$ cat config.mk
export PLATFORM = sky130hd
export DESIGN_NAME = mami_front
export DESIGN_NICKNAME = d
export VERILOG_FILES = /design/src/rtl/mami_pkg.sv /design/src/rtl/mami_front.sv
export SDC_FILE = /design/constraint.sdc
export NUM_CORES = 1
export LEC_CHECK = 0
export BUFFER_PORTS_ARGS = -buffer_cell sky130_fd_sc_hd__buf_4
export CAP_MARGIN = 20
export CELL_PAD_IN_SITES_DETAIL_PLACEMENT = 1
export CELL_PAD_IN_SITES_GLOBAL_PLACEMENT = 1
export CORE_UTILIZATION = 50
export DETAILED_ROUTE_END_ITERATION = 10
export PLACE_DENSITY = 0.85
export SYNTH_ARGS = -nofsm -noshare
export SYNTH_HDL_FRONTEND = slang
export SYNTH_SLANG_ARGS = --single-unit
$ cat constraint.sdc
create_clock -name i_clk -period 4.1 [get_ports i_clk]
set_input_delay 0.41 -clock i_clk [delete_from_list [all_inputs] [get_ports i_clk]]
set_output_delay 0.41 -clock i_clk [all_outputs]
set_load 0.005 [all_outputs]
$ cat src/rtl/mami_pkg.sv
`timescale 1ns / 1ps
package mami_pkg;
    localparam int MAX_DIM = 8;
    localparam int IDX_W = $clog2(MAX_DIM);
    localparam int ADDR_W = 2 * IDX_W;
    localparam int DEPTH = MAX_DIM * MAX_DIM;
    localparam int DIM_W = 4;
    localparam int DATA_W = 32;
    localparam int CFG_IDX_W = 1;

    localparam logic [1:0] CMD_LOAD_A  = 2'd0;
    localparam logic [1:0] CMD_LOAD_B  = 2'd1;
    localparam logic [1:0] CMD_COMPUTE = 2'd2;

    localparam logic [CFG_IDX_W-1:0] CFG_DIM  = 1'b0;
    localparam logic [CFG_IDX_W-1:0] CFG_MODE = 1'b1;

    localparam int QDEPTH = 4;
    localparam int QPTR_W = $clog2(QDEPTH);

    typedef struct packed {
        logic [1:0]        cmd;
        logic [IDX_W-1:0]  row;
        logic [IDX_W-1:0]  col;
        logic [DATA_W-1:0] value;
    } t_item;

    typedef struct packed {
        logic [IDX_W-1:0]  row;
        logic [IDX_W-1:0]  col;
        logic [DATA_W-1:0] value;
        logic              is_identity;
        logic              last;
    } t_result;
endpackage

$ cat src/rtl/mami_front.sv
`timescale 1ns / 1ps
// Accepts items, drops cmd 3, and queues the rest for the back end.
module mami_front import mami_pkg::*; (
    input  logic  i_clk,
    input  logic  i_rst_n,
    input  logic  i_push,
    output logic  o_full,
    input  t_item i_item,
    output logic  o_valid,
    input  logic  i_take,
    output t_item o_item
);
    t_item              r_q [QDEPTH];
    logic [QPTR_W-1:0]  r_wp, r_rp;
    logic [QPTR_W:0]    r_cnt;
    logic               w_acc, w_keep, w_take;

    assign o_full  = (r_cnt == (QPTR_W+1)'(QDEPTH));
    assign w_acc   = i_push && !o_full;
    assign w_keep  = w_acc && (i_item.cmd == CMD_LOAD_A || i_item.cmd == CMD_LOAD_B
                              || i_item.cmd == CMD_COMPUTE);
    assign o_valid = (r_cnt != '0);
    assign w_take  = i_take && o_valid;
    assign o_item  = r_q[r_rp];

    always_ff @(posedge i_clk) begin
        if (w_keep) r_q[r_wp] <= i_item;
        if (!i_rst_n) begin
            r_wp  <= '0;
            r_rp  <= '0;
            r_cnt <= '0;
        end else begin
            if (w_keep) r_wp <= r_wp + 1'b1;
            if (w_take) r_rp <= r_rp + 1'b1;
            r_cnt <= r_cnt + (QPTR_W+1)'(w_keep) - (QPTR_W+1)'(w_take);
        end
    end
endmodule

==> metrics, run 1 <==
fmax=approximately 380 MHz; global-route wire length before repair=17900 µm; die height=around 110 µm; post-CTS setup buffer count=0; Arr. time, crit path=2940 ps; fraction of registers with async set/reset=0; Net Sw Frac=0.238; vias in the first global route=about 3200; die area=13100 µm²; Synth-to-Final Area Change=23.2%; # IOs=between 80 and 90; input/output buffers=85; GRT Total Usage=0.196; Mean Syn Cell Area=~25 µm²; Yosys top cell area share=0.761; DRC=0; Post-CTS Hold Buffers=0; Tightest Pin Transition=about 1100 ps; total power=between 4000 and 5000 µW; Slew headroom=0.289; P_sw=around 1100 µW; Post-CTS Resized=0; CTS Buf Count=17; # rows=40; Synth area leader=edfxtp_1; layout cells sized above 1=0.462; core area=roughly 12000 µm²; Syn Nets=308; routed vias=2836; ranking of synthesized cells by area=edfxtp_1, mux4_2, dfxtp_1; Leak=0.00262 µW; Starting DRT DRC Count=165; grt total ovfl=0; synth warn=0; Final nets=between 400 and 500; status=finished clean; setup violators final=0; hold slack=~190 ps; max-cap violations=0; Main synth FF type=edfxtp_1; final hold vios=0; most common cell in the netlist=edfxtp_1; final wirelength=11500 µm; largest net degree at the start of global routing=41; vias per inst=between 5 and 6; Sequential Power Share=0.467; Tcrit/Tclk final=0.640; clk sink count=169; maximum VDD drop=approximately 310 µV; dpl ws=between 1000 and 1500 ps; H-tree depth=4; Post-synth EDFFs=160; Worst setup EP type=register; post-synthesis sequential area ratio=0.789; antenna cells=0; root buf cell=clkbuf_16; Worst-path clk slew=approximately 60 ps; DRT antenna net count=0; Internal=about 3600 µW; startpoint types=register; Clock Latency Late Sink=between 400 and 500 ps; WP data required=around 4400 ps; Pwr Density=just over 600 nW/µm²; Clock Skew=roughly 7.9 ps; Worst Hold Class=primary input to register; Final GP Congestion=0.718; Crit Path Category=register to register; RSZ-0062 raised after global routing=false; Die X=~110 µm; Final Util=0.640; Yosys reg bits=about 170; Initial Utilization=0.519; DR WL/cell=between 20 and 25 µm; combinational power share=0.182; Syn Inst Count=around 260; initial antenna violation count=0; CTS tree=built; Max clock buf depth=2; crit-path max FO=7; top cells by count, synth=edfxtp_1, mux4_2, dfxtp_1; HPWL after DPL=around 6500 µm; Fin Setup TNS=0 ps; Final Critical Period=approximately 2600 ps; post-synthesis cell type count=21; clock power share=0.351; Setup WS post-layout=1480 ps; TritonRoute pass-1 iters=4; Slew Viols, Final=0; mapped cell area=approximately 6300 µm²
-- routing by layer --
metal / wire [µm] / vias to the layer above / track usage
met5: 0 / - / 0
met4: 221 / 0 / 0.0961
met3: 538 / 19 / 0.0598
li1: - / 1264 / -
met1: 4690 / 1470 / 0.232
met2: 6090 / 83 / 0.329
-- cells by family after synthesis --
logic type | count (synthesis) | synth area share
AO/OA/AOI/OAI | 3 | 0.00713
XOR/XNOR | 4 | 0.00555
adder cells (fa/ha/maj) | 7 | 0.0151
buffers and inverters | 16 | 0.0218
flip-flops | 169 | 0.789
multiplexers | 42 | 0.146
AND/OR/NAND/NOR | 16 | 0.0156
-- path summary, 6_finish.rpt --
path | from | endpoint | slack (ps) | cells past startpoint
max | r_cnt[1] | r_cnt[2] | 1480 | 11
min reg2reg | r_wp[1] | r_wp[1] | 540 | 2
min | i_item[18] | r_q[3][18] | 190 | 1
max reg2reg | r_cnt[1] | r_cnt[2] | 1480 | 11
-- sequential cells by signal, indices dropped and copies added, names as in the netlist, named ones only --
signal and flops:
r_cnt 3, r_q 160, r_rp 2, r_wp 2
-- worst max-delay path, stage by stage (launching register included) --
cell and delay, ps:
dfxtp_1 480, nor3b_2 130, a211oi_4 400, inv_1 100
ha_1 310, inv_1 70, ha_1 130, inv_1 50
fa_1 380, xnor2_1 160, xnor2_1 130, and2_1 170
-- per-stage QoR --
stage | area (µm²) | std cells
final | 7780 | 536
after detailed placement | 7060 | 500
after floorplan | 6320 | 257
after global placement | 7060 | 500
after global routing | 7780 | 536
after CTS | 7690 | 532
-- power by group through the flow --
stage | logic, µW | clock network [µW] | registers [µW]
after global routing | 930 | 1750 | 2250
after CTS | 861 | 1690 | 2230
after global placement | 824 | 0 | 2250
final | 862 | 1660 | 2220
after detailed placement | 846 | 0 | 2260
after floorplan | 627 | 0 | 2120
-- area by class of cell --
type / instances / area (µm²)
flip-flops and latches: 169 / 4990
fillers: 1018 / 4380
multi-input cells: 72 / 1200
repair buffers: 89 / 733
clock buffers: 17 / 425
well taps: 168 / 210
clock inverters: 15 / 203
inverters: 6 / 22.5
-- cell usage in the layout, fill, tap and decap left out --
master      count
edfxtp_1      160
buf_4          85
mux4_2         40
clkbuf_16      17
dfxtp_1         7
inv_1           6
ha_1            6
clkinvlp_4      5
and2_2          4
nand2_1         4
xnor2_1         4
bufinv_16       4
clkinv_4        4
and2_1          3
nor2b_1         3
mux2i_1         2
clkinv_2        2
buf_16          2
buf_12          2
o31a_1          1
nor3b_2         1
a211oi_4        1
or3_1           1
o311ai_2        1
fa_1            1
dfxtp_4         1
dfxtp_2         1
Power figures use the tool's default switching activity.
==> inputs of run 2 (changes only) <==
CORE_UTILIZATION = 45   (was 50)
PLACE_DENSITY = 0.81   (was 0.85)
clock period = 2.1 ns   (was 4.1 ns; I/O delays follow)
==> run 2 against run 1 <==
The run now ends with negative setup slack left. Combinational power increased by 150%. Sequential cell count unchanged. Register-to-register slack got worse by 1500 ps. Cell area increased by 7.4%. Clock power increased by 110%. Sequential power increased by 86%. Core utilization decreased by 1.8 points. Non-clock buffer count increased by 53. Power increased by 100%. Die area increased by 11%. Via count increased by 8.5%. Clock skew decreased by 1.8 ps.
==> metrics, run 2 (synthesis results as in run 1) <==
status=finished, violations left; failing checks=negative setup slack; core area=around 13000 µm²; setup violators final=1; layout cells sized above 1=0.442; fmax=473 MHz; max reg flops=between 150 and 200; Design Area, Final=8360 µm²; die area=approximately 15000 µm²; HPWL after DPL=roughly 7700 µm; Clock Skew=6.13 ps; final hold vios=0; # IOs=86; Setup WS post-layout=-13.9 ps; Final nets=about 460; Worst setup EP type=register; Final Critical Period=around 2100 ps; flop2flop setup slack=-10 ps; TritonRoute pass-1 iters=4; Tcrit/Tclk final=1.01; hold path depth=1; Crit Path Category=register to register; Final GP Congestion=approximately 0.67; antenna cells=0; hold slack=21.0 ps; CTS tree=built; initial antenna violation count=0; RSZ-0062 raised after global routing=true; # fillers=1138; CTS Buf Count=17; DRT antenna net count=0; Slew headroom=0.691; root buf cell=clkbuf_16; Clock Latency Late Sink=420 ps; most common cell after layout, fill and taps aside=edfxtp_1; Leak=approximately 0.0029 µW; Initial Utilization=0.470; Slew Viols, Final=0; maximum VDD drop=946 µV; vias per inst=approximately 5; DR WL/cell=21.2 µm; Worst Hold Class=primary input to register; Starting DRT DRC Count=between 200 and 250; CP Launch Point=r_cnt[2]; H-tree depth=4; global-route wire length before repair=19100 µm; Arr. time, crit path=roughly 2400 ps; largest reg by FF count=r_q; startpoint types=register; die height=between 100 and 150 µm; crit-path max FO=4; # rows=42; routed vias=just over 3000; Placed Instance Area=between 7000 and 8000 µm²; Tightest Pin Transition=between 400 and 500 ps; input/output buffers=85; R2R Path End=r_cnt[2]; max-cap violations=0; Max clock buf depth=2; largest net degree at the start of global routing=33; vias in the first global route=between 3000 and 4000; area of the multi-input gates=1200 µm²; most frequent cells in the layout=edfxtp_1, buf_4, mux4_2, dlygate4sd3_1, clkbuf_16; WP data required=between 2000 and 2500 ps; Die X=120 µm; final wirelength=between 10000 and 15000 µm; Top Registers=r_q: 160 flops, r_cnt: 3 flops; dpl ws=-112 ps; Pwr Density=between 1000 and 1500 nW/µm²; Worst-path clk slew=about 60 ps; Worst R2R Start=r_cnt[2]; DRC=0; worst setup path end=r_cnt[2]; GRT Total Usage=0.188; Reg2Reg Depth=10; clk sink count=169; Synth-to-Final Area Change=32.3%; grt total ovfl=0; Reg area=about 5000 µm²
run 2: how the worst min path moves through the flow:
| stage | from | endpoint | slack (ps) |
|---|---|---|---|
| 6_report | i_item[39] | r_q[1][39] | 20 |
| 5_1_grt | i_item[39] | r_q[3][39] | 6 |
| 4_1_cts | i_item[39] | r_q[3][39] | 1 |
| 3_5_place_dp | i_item[4] | r_q[0][4] | 410 |
| 3_3_place_gp | i_item[31] | r_q[1][31] | 410 |
| 2_1_floorplan | i_item[0] | r_q[0][0] | 310 |
run 2: power by group:
group	switching, µW	internal (µW)
registers	134	3990
logic	868	1270
clock network	1240	2200
total	2240	7450
run 2: per-layer routing:
layer / part of all wire / track usage
met1: 0.40 / 0.226
met2: 0.54 / 0.330
met3: 0.048 / 0.0514
met4: 0.012 / 0.0579
met5: 0 / 0
run 2: through the flow:
stage	utilization	total power [µW]	std cells	setup TNS (ps)
after global placement	0.542	6190	524	-37.8
after detailed placement	0.542	6270	524	-112
after floorplan	-	5360	257	-159
final	0.621	9690	597	-13.9
after global routing	0.621	10000	597	-91.5
after CTS	0.621	9790	597	-22.5
run 2: worst max-delay path, stage by stage, from the launching register on:
cell and delay (ps):
dfxtp_1 310, buf_4 150, o31a_1 280, ha_1 290, inv_1 60, ha_1 130, inv_1 50, fa_2 330
xnor2_1 140, xnor2_1 120, and2_1 150
run 2: area by class of cell:
cell class / count / area share
tap: 176 / 0.0263
sequential: 169 / 0.597
clock buffer: 20 / 0.0558
multi-input combinational: 72 / 0.144
inverter: 6 / 0.00269
clock inverter: 12 / 0.0233
timing repair buffer: 142 / 0.151
run 2: what timing repair did:
item | CTS | global route
pin swaps | 1 | 0
hold buffers | 39 | 0
resized for setup | 1 | 0
buffers inserted | 2 | 0
hold endpoints to repair | 156 | 0
endpoints found under the setup margin | 26 | 1
